<file path="src/hdl/unt_pkg.sv">
// Package for the unique name table: table sizing, operation and status
// codes, and the structs passed between front, back and result queue.
// No dependencies.
`default_nettype none

package unt_pkg;

  localparam int ENTRIES   = 16;
  localparam int IDX_W     = $clog2(ENTRIES);
  localparam int CNT_W     = $clog2(ENTRIES + 1);
  localparam int KEY_W     = 64;
  localparam int CMD_DEPTH = 2;
  localparam int RES_DEPTH = 2;

  localparam logic [CNT_W-1:0] CNT_MAX = CNT_W'(ENTRIES);

  localparam logic [1:0] FUNC_CREATE = 2'd0;
  localparam logic [1:0] FUNC_REMOVE = 2'd1;
  localparam logic [1:0] FUNC_LIST   = 2'd2;

  typedef enum logic [1:0] {
    OP_CREATE,
    OP_REMOVE,
    OP_LIST
  } op_e;

  typedef enum logic [2:0] {
    ST_CREATED  = 3'd0,
    ST_EXISTS   = 3'd1,
    ST_FULL     = 3'd2,
    ST_REMOVED  = 3'd3,
    ST_NOTFOUND = 3'd4,
    ST_EMPTY    = 3'd5,
    ST_LISTED   = 3'd6
  } status_e;

  typedef enum logic [1:0] {
    B_IDLE,
    B_WALK,
    B_MOVE,
    B_REPLY
  } back_state_e;

  typedef struct packed {
    op_e              op;
    logic [KEY_W-1:0] key;
  } cmd_t;

  typedef struct packed {
    status_e          status;
    logic [KEY_W-1:0] name;
    logic             last;
  } res_t;

endpackage

`default_nettype wire

</file>
<file path="src/hdl/unt_front.sv">
// Front end of the unique name table: accepts requests, decodes the
// operation code and queues commands for the back end. Uses unt_pkg.
`default_nettype none

module unt_front
  import unt_pkg::*;
(
  input  wire logic             clk_i,
  input  wire logic             rst_ni,
  input  wire logic             push,
  output logic                  full,
  input  wire logic [1:0]       func_i,
  input  wire logic [KEY_W-1:0] name_key_i,
  output logic                  cmd_valid_o,
  output cmd_t                  cmd_o,
  input  wire logic             cmd_ready_i
);

  localparam int PTR_W = (CMD_DEPTH > 1) ? $clog2(CMD_DEPTH) : 1;
  localparam int QC_W  = $clog2(CMD_DEPTH + 1);

  cmd_t             slot_q [CMD_DEPTH];
  logic [PTR_W-1:0] wptr_q, wptr_d, rptr_q, rptr_d;
  logic [QC_W-1:0]  cnt_q, cnt_d;
  logic             known;
  logic             do_push, do_pop;
  cmd_t             cmd_in;

  // Decode the operation; the unused code is accepted and dropped.
  always_comb begin
    known      = 1'b1;
    cmd_in.key = name_key_i;
    cmd_in.op  = OP_CREATE;
    unique case (func_i)
      FUNC_CREATE: cmd_in.op = OP_CREATE;
      FUNC_REMOVE: cmd_in.op = OP_REMOVE;
      FUNC_LIST:   cmd_in.op = OP_LIST;
      default:     known     = 1'b0;
    endcase
  end

  assign full        = (cnt_q == QC_W'(CMD_DEPTH));
  assign cmd_valid_o = (cnt_q != '0);
  assign cmd_o       = slot_q[rptr_q];
  assign do_push     = push && !full && known;
  assign do_pop      = cmd_valid_o && cmd_ready_i;

  always_comb begin
    wptr_d = wptr_q;
    rptr_d = rptr_q;
    cnt_d  = cnt_q;
    if (do_push) begin
      wptr_d = (wptr_q == PTR_W'(CMD_DEPTH - 1)) ? '0 : wptr_q + PTR_W'(1);
    end
    if (do_pop) begin
      rptr_d = (rptr_q == PTR_W'(CMD_DEPTH - 1)) ? '0 : rptr_q + PTR_W'(1);
    end
    if (do_push && !do_pop) begin
      cnt_d = cnt_q + QC_W'(1);
    end else if (!do_push && do_pop) begin
      cnt_d = cnt_q - QC_W'(1);
    end
  end

  always_ff @(posedge clk_i or negedge rst_ni) begin
    if (!rst_ni) begin
      wptr_q <= '0;
      rptr_q <= '0;
      cnt_q  <= '0;
    end else begin
      wptr_q <= wptr_d;
      rptr_q <= rptr_d;
      cnt_q  <= cnt_d;
    end
  end

  always_ff @(posedge clk_i) begin
    if (do_push) begin
      slot_q[wptr_q] <= cmd_in;
    end
  end

endmodule

`default_nettype wire

</file>
<file path="src/hdl/unt_back.sv">
// Back end of the unique name table: name memory, entry count and the
// sequencer walking entries one per cycle unless stalled. Uses unt_pkg.
`default_nettype none

module unt_back
  import unt_pkg::*;
(
  input  wire logic  clk_i,
  input  wire logic  rst_ni,
  input  wire logic  cmd_valid_i,
  input  wire cmd_t  cmd_i,
  output logic       cmd_ready_o,
  output logic       res_push_o,
  output res_t       res_o,
  input  wire logic  res_full_i
);

  logic [KEY_W-1:0] mem [ENTRIES];

  back_state_e      state_q, state_d;
  op_e              op_q, op_d;
  logic [KEY_W-1:0] key_q, key_d;
  logic [CNT_W-1:0] count_q, count_d;
  logic [CNT_W-1:0] rd_idx_q, rd_idx_d;
  logic             rv_q, rv_d;
  logic [IDX_W-1:0] cur_idx_q, cur_idx_d;
  logic [IDX_W-1:0] pos_q, pos_d;
  status_e          reply_q, reply_d;
  logic [KEY_W-1:0] rdata_q;

  logic             rd_en;
  logic [IDX_W-1:0] rd_addr;
  logic             we;
  logic [IDX_W-1:0] waddr;
  logic [KEY_W-1:0] wdata;
  logic             advance;
  logic             hit;
  logic             last_ent;
  logic [CNT_W-1:0] count_m1;

  assign count_m1 = count_q - CNT_W'(1);
  assign hit      = (rdata_q == key_q);
  assign last_ent = (CNT_W'(cur_idx_q) == count_m1);

  always_comb begin
    state_d     = state_q;
    op_d        = op_q;
    key_d       = key_q;
    count_d     = count_q;
    rd_idx_d    = rd_idx_q;
    rv_d        = rv_q;
    cur_idx_d   = cur_idx_q;
    pos_d       = pos_q;
    reply_d     = reply_q;
    cmd_ready_o = 1'b0;
    rd_en       = 1'b0;
    rd_addr     = rd_idx_q[IDX_W-1:0];
    we          = 1'b0;
    waddr       = count_q[IDX_W-1:0];
    wdata       = key_q;
    advance     = 1'b0;
    res_push_o  = 1'b0;
    res_o       = '{status: reply_q, name: '0, last: 1'b1};

    unique case (state_q)
      B_IDLE: begin
        cmd_ready_o = 1'b1;
        if (cmd_valid_i) begin
          op_d     = cmd_i.op;
          key_d    = cmd_i.key;
          rd_idx_d = '0;
          rv_d     = 1'b0;
          if (count_q == '0) begin
            if (cmd_i.op == OP_CREATE) begin
              // First entry: store without a scan.
              we      = 1'b1;
              waddr   = '0;
              wdata   = cmd_i.key;
              count_d = CNT_W'(1);
              reply_d = ST_CREATED;
            end else begin
              reply_d = ST_EMPTY;
            end
            state_d = B_REPLY;
          end else begin
            state_d = B_WALK;
          end
        end
      end

      B_WALK: begin
        if (!rv_q) begin
          advance = 1'b1;
        end else begin
          unique case (op_q)
            OP_LIST: begin
              if (!res_full_i) begin
                res_push_o = 1'b1;
                res_o      = '{status: ST_LISTED, name: rdata_q, last: last_ent};
                if (last_ent) begin
                  rv_d    = 1'b0;
                  state_d = B_IDLE;
                end else begin
                  advance = 1'b1;
                end
              end
            end
            OP_CREATE: begin
              if (hit) begin
                reply_d = ST_EXISTS;
                state_d = B_REPLY;
              end else if (last_ent) begin
                if (count_q == CNT_MAX) begin
                  reply_d = ST_FULL;
                end else begin
                  we      = 1'b1;
                  count_d = count_q + CNT_W'(1);
                  reply_d = ST_CREATED;
                end
                state_d = B_REPLY;
              end else begin
                advance = 1'b1;
              end
            end
            OP_REMOVE: begin
              if (hit) begin
                // Fetch the last entry to fill the hole.
                pos_d   = cur_idx_q;
                rd_en   = 1'b1;
                rd_addr = count_m1[IDX_W-1:0];
                state_d = B_MOVE;
              end else if (last_ent) begin
                reply_d = ST_NOTFOUND;
                state_d = B_REPLY;
              end else begin
                advance = 1'b1;
              end
            end
            default: state_d = B_IDLE;
          endcase
        end
        if (advance) begin
          if (rd_idx_q < count_q) begin
            rd_en     = 1'b1;
            rd_idx_d  = rd_idx_q + CNT_W'(1);
            cur_idx_d = rd_idx_q[IDX_W-1:0];
            rv_d      = 1'b1;
          end else begin
            rv_d = 1'b0;
          end
        end
      end

      B_MOVE: begin
        we      = 1'b1;
        waddr   = pos_q;
        wdata   = rdata_q;
        count_d = count_m1;
        reply_d = ST_REMOVED;
        state_d = B_REPLY;
      end

      B_REPLY: begin
        if (!res_full_i) begin
          res_push_o = 1'b1;
          state_d    = B_IDLE;
        end
      end

      default: state_d = B_IDLE;
    endcase
  end

  always_ff @(posedge clk_i or negedge rst_ni) begin
    if (!rst_ni) begin
      state_q  <= B_IDLE;
      count_q  <= '0;
      rv_q     <= 1'b0;
      rd_idx_q <= '0;
    end else begin
      state_q  <= state_d;
      count_q  <= count_d;
      rv_q     <= rv_d;
      rd_idx_q <= rd_idx_d;
    end
  end

  always_ff @(posedge clk_i) begin
    op_q      <= op_d;
    key_q     <= key_d;
    cur_idx_q <= cur_idx_d;
    pos_q     <= pos_d;
    reply_q   <= reply_d;
  end

  always_ff @(posedge clk_i) begin
    if (we) begin
      mem[waddr] <= wdata;
    end
    if (rd_en) begin
      rdata_q <= mem[rd_addr];
    end
  end

endmodule

`default_nettype wire

</file>
<file path="src/hdl/unt_res_queue.sv">
// Result queue of the unique name table: holds finished result items
// until the consumer pops them. Uses unt_pkg.
`default_nettype none

module unt_res_queue
  import unt_pkg::*;
(
  input  wire logic clk_i,
  input  wire logic rst_ni,
  input  wire logic push_i,
  input  wire res_t res_i,
  output logic      full_o,
  input  wire logic pop,
  output logic      empty,
  output res_t      res_o
);

  localparam int PTR_W = (RES_DEPTH > 1) ? $clog2(RES_DEPTH) : 1;
  localparam int QC_W  = $clog2(RES_DEPTH + 1);

  res_t             slot_q [RES_DEPTH];
  logic [PTR_W-1:0] wptr_q, wptr_d, rptr_q, rptr_d;
  logic [QC_W-1:0]  cnt_q, cnt_d;
  logic             do_push, do_pop;

  assign full_o  = (cnt_q == QC_W'(RES_DEPTH));
  assign empty   = (cnt_q == '0);
  assign res_o   = slot_q[rptr_q];
  assign do_push = push_i && !full_o;
  assign do_pop  = pop && !empty;

  always_comb begin
    wptr_d = wptr_q;
    rptr_d = rptr_q;
    cnt_d  = cnt_q;
    if (do_push) begin
      wptr_d = (wptr_q == PTR_W'(RES_DEPTH - 1)) ? '0 : wptr_q + PTR_W'(1);
    end
    if (do_pop) begin
      rptr_d = (rptr_q == PTR_W'(RES_DEPTH - 1)) ? '0 : rptr_q + PTR_W'(1);
    end
    if (do_push && !do_pop) begin
      cnt_d = cnt_q + QC_W'(1);
    end else if (!do_push && do_pop) begin
      cnt_d = cnt_q - QC_W'(1);
    end
  end

  always_ff @(posedge clk_i or negedge rst_ni) begin
    if (!rst_ni) begin
      wptr_q <= '0;
      rptr_q <= '0;
      cnt_q  <= '0;
    end else begin
      wptr_q <= wptr_d;
      rptr_q <= rptr_d;
      cnt_q  <= cnt_d;
    end
  end

  always_ff @(posedge clk_i) begin
    if (do_push) begin
      slot_q[wptr_q] <= res_i;
    end
  end

endmodule

`default_nettype wire

</file>
<file path="src/hdl/unique_name_table_unit.sv">
// Unique name table: a single-level table of up to ENTRIES distinct 64-bit
// names, with create, remove and list requests. Each request with a known
// code gives one result item (a list of a non-empty table gives one per
// stored entry, the final one marked by last_result). A create or remove
// walks the stored names through one comparator fed by the single read
// port of the name memory, one read per cycle; a remove that hits then
// moves the last entry into the hole. A list delivers one entry per cycle
// while the result queue has room. Requests on an empty table finish
// without a scan. The table needs no clearing pass after reset.
// Depends on unt_pkg, unt_front, unt_back and unt_res_queue.
`default_nettype none

module unique_name_table_unit
  import unt_pkg::*;
(
  input  wire logic             clk_i,
  input  wire logic             rst_ni,
  // request side
  input  wire logic             push,
  output logic                  full,
  input  wire logic [1:0]       func_i,
  input  wire logic [KEY_W-1:0] name_key_i,
  // result side
  output logic                  empty,
  input  wire logic             pop,
  output logic [2:0]            status_o,
  output logic [KEY_W-1:0]      entry_name_o,
  output logic                  last_result_o
);

  logic cmd_valid;
  cmd_t cmd;
  logic cmd_ready;
  logic res_push;
  res_t res_in;
  logic res_full;
  res_t res_out;

  // Front: accept and decode requests, drop unused codes, queue commands.
  unt_front u_front (
    .clk_i       (clk_i),
    .rst_ni      (rst_ni),
    .push        (push),
    .full        (full),
    .func_i      (func_i),
    .name_key_i  (name_key_i),
    .cmd_valid_o (cmd_valid),
    .cmd_o       (cmd),
    .cmd_ready_i (cmd_ready)
  );

  // Back: scan, append, move-last-into-hole and list over the name memory.
  unt_back u_back (
    .clk_i       (clk_i),
    .rst_ni      (rst_ni),
    .cmd_valid_i (cmd_valid),
    .cmd_i       (cmd),
    .cmd_ready_o (cmd_ready),
    .res_push_o  (res_push),
    .res_o       (res_in),
    .res_full_i  (res_full)
  );

  // Results wait here so the back end can move on while the consumer stalls.
  unt_res_queue u_res_queue (
    .clk_i  (clk_i),
    .rst_ni (rst_ni),
    .push_i (res_push),
    .res_i  (res_in),
    .full_o (res_full),
    .pop    (pop),
    .empty  (empty),
    .res_o  (res_out)
  );

  assign status_o      = res_out.status;
  assign entry_name_o  = res_out.name;
  assign last_result_o = res_out.last;

endmodule

`default_nettype wire
</file>
<file path="config.mk">
export PLATFORM = sky130hd
export DESIGN_NAME = unique_name_table_unit
export DESIGN_NICKNAME = d
export VERILOG_FILES = /design/src/hdl/unt_pkg.sv /design/src/hdl/unt_front.sv /design/src/hdl/unt_back.sv /design/src/hdl/unt_res_queue.sv /design/src/hdl/unique_name_table_unit.sv
export SDC_FILE = /design/constraint.sdc
export NUM_CORES = 2
export LEC_CHECK = 0
export BUFFER_PORTS_ARGS = -buffer_cell sky130_fd_sc_hd__buf_2
export CAP_MARGIN = 20
export CORE_MARGIN = 2
export CORE_UTILIZATION = 24
export DETAILED_ROUTE_END_ITERATION = 10
export PLACE_DENSITY = 0.41
export SLEW_MARGIN = 20
export SYNTH_ARGS = -nofsm -noshare
export SYNTH_HDL_FRONTEND = slang
export SYNTH_SLANG_ARGS = --single-unit
</file>
<file path="constraint.sdc">
create_clock -name clk_i -period 16.4 [get_ports clk_i]
set_input_delay 2.46 -clock clk_i [delete_from_list [all_inputs] [get_ports clk_i]]
set_output_delay 2.46 -clock clk_i [all_outputs]
set_load 0.02 [all_outputs]
</file>
## Yosys cells after proc, flatten, opt, wreduce, memory -nomap -nowiden

Memories as Yosys holds them, arrays and structs flattened. A register that Yosys moved wholly into a read port is not among the register bits.
Index checks and enable logic that the tools add are counted.

- Reductions and logical operators: 37
- Bitwise gates (word level): 0
- Multiplexer cells: 100
- Shift operators: 0
- Eq/ne operators: 29
- Multiply operators: 0
- Order comparisons: 1
- Div/mod/pow operators: 0
- Add/sub/neg operators: 11

Operators by type and width:

| cell | number |
|---|---|
| 68-bit two-way mux | 4 |
| 64-bit two-way mux | 3 |
| 64-bit one-hot mux with 2 select lines | 1 |
| 64-bit == test | 1 |
| 5-bit two-way mux | 11 |
| 1-bit two-way mux | 40 |
| 2-bit two-way mux | 14 |
| 4-bit two-way mux | 7 |
| 3-bit two-way mux | 8 |
| 5-bit one-hot mux with 3 select lines | 1 |
| 2-bit == test (second input constant) | 6 |
| 2-bit by 1-bit != test with 1-bit output (second input constant) | 6 |
| 5-bit by 1-bit adder with 5-bit output (second input constant) | 2 |
| 2-bit zero test | 5 |
| 2-bit != test (second input constant) | 5 |
| 5-bit one-hot mux with 2 select lines | 1 |
| 1-bit logical AND | 9 |
| 3-bit != test (second input constant) | 3 |
| 3-bit one-hot mux with 3 select lines | 1 |
| 9-bit AND reduction | 1 |
| 2-bit one-hot mux with 4 select lines | 1 |
| 4-bit one-hot mux with 2 select lines | 1 |
| 4-bit AND reduction | 2 |
| 8-bit AND reduction | 1 |
| other kinds (24) | 44 |

- Input port bits: 70
- Memories: 3
- Bits in writable memories: 1292
- ROM bits: 0
- Latch bits: 0
- Logic and storage cells: 196
- Flip-flop bits (word level): 98
- Output and inout bits: 70

Memory list:

| memory | depth | width | read ports | clocked after memory_dff | wr ports | RTL line | source |
|---|---|---|---|---|---|---|---|
| u_back.mem | 16 | 64 | 1 | 1 | 1 | unt_back.sv:18 | `logic [KEY_W-1:0] mem [ENTRIES];` |
| u_res_queue.slot_q | 2 | 68 | 1 | 0 | 1 | unt_res_queue.sv:21 | `res_t slot_q [RES_DEPTH];` |
| u_front.slot_q | 2 | 66 | 1 | 0 | 1 | unt_front.sv:22 | `cmd_t slot_q [CMD_DEPTH];` |

## Depth between registers and ports, before layout

- Word-level depth: 10
- Gate-level depth with buffers: 15
- Mapped depth without buffers: 10

## By module

Synthesis repeated with hierarchy kept, for this count alone.

- Cells, all modules: 3126
- Area, all modules: 57114.8 um2

By module, submodules not included:

| module | cells each | area each (um2) | sequential area each (um2) | times used |
|---|---|---|---|---|
| unt_back | 2668 | 46877.5 | 35308.9 | 1 |
| unt_res_queue | 231 | 5146.2 | 4184.0 | 1 |
| unt_front | 227 | 5091.1 | 4063.9 | 1 |

## Least setup slack after synthesis

No wires, ideal clock.

- Kind: register to register
- From: register u_back.count_q[0]
- To: memory u_back.mem[10][0] (enable)
- Setup time: 0.487 ns
- Stages on the path, launching flop included: 15
- Data required time: 15.913 ns
- Arrival time: 5.813 ns
- Path slack: 10.101 ns
- Buffers on the path: 6
- Clock period less this slack: 6.299 ns
- Cells stage by stage: dfrtp_1 clkbuf_1 inv_2 clkbuf_1 clkbuf_1 ha_1 clkbuf_1 and2_1 nand3_1 nand2b_1 a21o_1 clkbuf_1 clkbuf_1 o32a_1 nor2_1

- Longest elaborated chain between the ends: 9
- Elaborated cells between the ends (all ways): 18
- Those cells by class: add/sub: 1; eq/ne: 2; mux: 14; reduce/logical: 1

Ends and longest elaborated chain:

| item | RTL line | source |
|---|---|---|
| start, declared | unt_back.sv:23 | `logic [CNT_W-1:0] count_q, count_d;` |
| start signal, assigned | unt_back.sv:182 | `count_q <= count_d;` |
| 5-bit by 1-bit subtractor with 5-bit output / 5-bit == test (equally long branches) | unt_back.sv:41, unt_back.sv:113 |  |
| 4-bit by 5-bit == test with 1-bit output / 1-bit two-way mux (equally long branches) | unt_back.sv:43, unt_back.sv:113 |  |
| 1-bit two-way mux | unt_back.sv:112 | `end else if (last_ent) begin` |
| 1-bit two-way mux | unt_back.sv:109 | `if (hit) begin` |
| 1-bit two-way mux | unt_back.sv:95 | `unique case (op_q)` |
| 1-bit two-way mux | unt_back.sv:92 | `if (!rv_q) begin` |
| 1-bit one-hot mux with 3 select lines | unt_back.sv:65 | `unique case (state_q)` |
| 1-bit two-way mux | unt_back.sv:197 | `if (we) begin` |
| 1-bit two-way mux (not written as such) | unt_back.sv:198 | `mem[waddr] <= wdata;` |
| end, declared | unt_back.sv:18 |  |

Parallel ways exist; a longest one is shown, timed or not.

## Worst setup path after layout

- From: register u_back.state_q[1]
- To: register u_back.rdata_q[37], read port of u_back.mem, data pin

- Longest elaborated chain between the ends: 2
- Elaborated cells between the ends (all ways): 3
- Those cells by class: eq/ne: 1; mux: 2

Ends and longest elaborated chain:

| item | RTL line | source |
|---|---|---|
| start, declared | unt_back.sv:20 | `back_state_e state_q, state_d;` |
| start signal, assigned | unt_back.sv:181 | `state_q <= state_d;` |
| 2-bit by 1-bit == test with 1-bit output (*) | unt_back.sv:65 |  |
| 4-bit two-way mux / 1-bit two-way mux (equally long branches) | unt_back.sv:65 |  |
| end, declared | unt_back.sv:29 | `logic [KEY_W-1:0] rdata_q;` |

Every way passes the cells marked *; elsewhere a longest branch is shown, timed or not.
A chain may end at the register's enable or synchronous reset.

==> flow_summary.toml <==
[status]
status = "completed"

[power]
p_leak_uw = 0.0261
ir_worst_vdd_v = 0.000124
pwr_density_cell_mw_per_mm2 = 187

[clocking]
postCtsSetupRepairBufs = 0
cts_buffer_depth = 4
cts_tree = "yes"
htreeDepth = 4
cts-buffers-inserted = 170
ctsResizeCount = 0
cts-root-buf = "clkbuf_16"
holdBufCountCts = 0
clk_pin_slew_ns = 0.06
clock-sinks = 1454
clk-insertion-delay-late_ns = 0.88

[global_routing]
grt_use_met1_pct = 23.9
grt_max_degree = 176
grt_pass1_wl_um = 385000
antenna_found_initial = 20
use_met2_pct = 27.7
overflow = 0
grtUsageMet3_pct = 2.19
grt.total_usage_pct = 17.2
grt.busiest_layer = "met2"
grt_pass1_vias = 51700

[worst_setup_path]
arrival_ns = 7.10
crit_chain = "inv_1 > ha_1 > nand2_1 > nor2_4 > buf_12 > nand2_4 > inv_8 > o41a_2 > buf_4 > buf_4 > o22ai_1 > or4_1"
required_ns = 16.93
crit_family = "buffers and inverters"
reg2reg_to = "u_back.rdata_q[37]"
ff2ff_path_depth = 12
start_kind = "flop"
worst_path_max_delay_cell = "buf_4"
cpPeakStageDelay_ns = 0.82
cp-end-kind = "flop"
worstPathMaxFanout = 153
crit_top_cell = "buf_4"
rrSetupSlack_ns = 9.83
worstSetupPathType = "reg2reg"
worstReg2RegStart = "u_back.state_q[1]"
critical_path_buf_inv_count = 5

[min_path]
holdPathStages = 0
worstHoldStart = "u_back.cur_idx_q[1]"
hold_path_end = "u_back.pos_q[1]"
hold_path.class = "reg2reg"

[placement]
dpl_cell_area_mm2 = 0.0759
hpwl_um = 145000
portBuffers = 139
place_congestion = 0.784

[synthesis]
syn_avg_cell_area_um2 = 11.6
synth_edf_count = 1433
synth_cell_type_count = 66
ys_ff_latch = 1454
syn_inst = 6150
async_reset_ff_share_pct = 1.44
synthesis.area_mm2 = 0.0716
synth_nets = 6233
synth_flop_cell = "edfxtp_1"
yosysSeqAreaShare_pct = 60.8
synth_warnings = 0

[finish]
nNetsFinal = 6046
areaGrowthSynthToFinish_pct = 13.2
drive_gt1_share_pct = 11.0
post-route-cell-area_mm2 = 0.0810

[die]
coreArea_mm2 = 0.297
io_pins = 140
die_area_mm2 = 0.303
start_util_pct = 24.1
rows = 200
die_h_um = 550
die_w_um = 550

[sta]
clock_skew_ns = 0.0953
slew_viol_final = 0
finalSetupViolations = 0
final.setup.tns_ns = 0
slew_headroom_pct = 19.9
period_share_pct = 40.1
period_minus_slack_ns = 6.57
hold_violations = 0
rsz0062_at_grt = "no"
max_slew.worst_pin.slew_ns = 1.20
fmax_mhz = 152

[job]
max-cap-violations = 0

[drt]
routedWlPerCell_um = 27.1
routed_via_density = 5.36
wl_um = 271000
drtIter0Drc = 5314
ant_nets = 0
drc = 0
first_pass_iters = 6
vias = 53700
[logic make-up (layout without fill, tap and decap cells)]
kind of cell | count (synthesis) | in the layout | share of synthesized area, %
compound gates | 1430 | 1430 | 15.7
xor+xnor | 81 | 81 | 1.01
fa+ha+maj | 13 | 13 | 0.227
buf+inv | 643 | 569 | 3.80
flops | 1454 | 1454 | 60.8
mux | 137 | 137 | 2.17
other cells | 0 | 3 | 0
simple gates | 2392 | 2392 | 16.3
[power by group]
group          total, µW  switching, µW  internal [µW]
logic               5740           4050           1690
clock network       3670           1560           2110
registers           5780            438           5340
total              15200           6050           9140
[cells in the mapped netlist, drive strengths merged, types with 3 or more instances]
cell type  instances  area share [%]
edfxtp          1433              60
nand2           1057             5.6
nor3             519             3.6
nand2b           518             4.5
a22oi            516             5.4
a311oi           512             6.3
clkbuf           474             2.5
o22ai            258             2.3
buf              148             1.2
mux2             134             2.1
and2             133             1.2
xnor2             75            0.92
or4               65            0.68
a221o             64            0.89
nor2              46            0.24
dfrtp             21            0.73
inv               21            0.11
o21ai             21            0.15
nand4             19            0.17
a21oi             18            0.13
ha                13            0.23
nand3             12           0.084
a31oi              8            0.12
nor4               7           0.096
or2                6           0.052
xor2               5           0.061
a21o               4           0.042
nor2b              4           0.035
a211oi             3           0.031
mux2i              3           0.059
[sequential cells by signal, indices dropped and copies added (netlist names), 3 cells and up]
register / cells
u_back.count_q: 5
u_back.cur_idx_q: 4
u_back.key_q: 64
u_back.mem: 1024
u_back.pos_q: 4
u_back.rd_idx_q: 5
u_back.rdata_q: 64
u_back.reply_q: 3
u_front.slot_q: 132
u_res_queue.slot_q: 136
[through the flow]
stage               setup WS, ns  instances  power (µW)  utilization (%)  hold slack, ns
finish                      9.83      10000       15200             27.3           0.505
global route                9.38      10000       15800             27.3           0.516
detailed placement          9.63       9730       11600             25.6           0.487
floorplan                  10.10       6150        9150                -           0.449
global placement            9.68       9729       11500             25.6           0.484
CTS                         9.65      10000       15300             27.3           0.501
[worst reg2reg max path, cell delays in order (launching register included)]
cell and delay (ns):
dfrtp_1 0.44, inv_1 0.11, ha_1 0.59, nand2_1 0.36, nor2_4 0.79, buf_12 0.58, nand2_4 0.26, inv_8 0.65
o41a_2 0.24, buf_4 0.82, buf_4 0.71, o22ai_1 0.16, or4_1 0.60
[metal layers]
metal  routed length (µm)  part of all wire (%)  vias to the layer above
met5                   20                0.0074                        -
met4                 7690                   2.8                        2
met3                17600                   6.5                      396
met2               125000                    46                     2212
met1               121000                    44                    27700
li1                     -                     -                    23400
[worst max path at each step]
stage               slack, ns                 end         startpoint  depth (start not counted)
floorplan               10.10   u_back.mem[10][0]  u_back.count_q[0]                         14
global placement         9.68  u_back.rdata_q[37]  u_back.state_q[1]                         12
detailed placement       9.63  u_back.rdata_q[37]  u_back.state_q[1]                         12
CTS                      9.65  u_back.rdata_q[37]  u_back.state_q[1]                         12
global route             9.38  u_back.rdata_q[37]  u_back.state_q[1]                         12
finish                   9.83  u_back.rdata_q[37]  u_back.state_q[1]                         12
[cells in the final DEF (no fill, tap or decap), types with 5 or more instances in the layout]
cell       synthesis  layout
xor2_1             5       5
clkinv_1           0      39
a311oi_1         512     512
a21oi_1           17      17
nand3_1           12      12
ha_1              13      12
and2_1           133     131
mux2_2           134     134
edfxtp_1        1433    1433
buf_12             0       8
nor2_4             0      20
nor2_1            46      26
clkinv_2           0      23
a22oi_1          516     516
nor3_1           518     518
o22ai_1          258     258
o21ai_0           21      20
buf_4             28     115
inv_1             19      18
nand4_1           19      19
or4_1             65      65
nand2b_1         518     518
clkbuf_16          0     174
dfrtp_1           21      17
a221o_1           64      64
nand2_1         1056    1056
buf_2             93     139
clkbuf_1         474      30
bufinv_16          0      11
xnor2_1           75      75
[final cells by class]
class | count | area [µm²]
Sequential cell | 1454 | 43600
Fill cell | 30300 | 216000
Timing Repair Buffer | 263 | 1750
Tap cell | 3939 | 4930
Inverter | 21 | 96.3
Antenna cell | 3 | 7.51
Multi-Input combinational cell | 4053 | 25500
Clock inverter | 79 | 659
Clock buffer | 206 | 4490
Power figures use the tool's default switching activity.
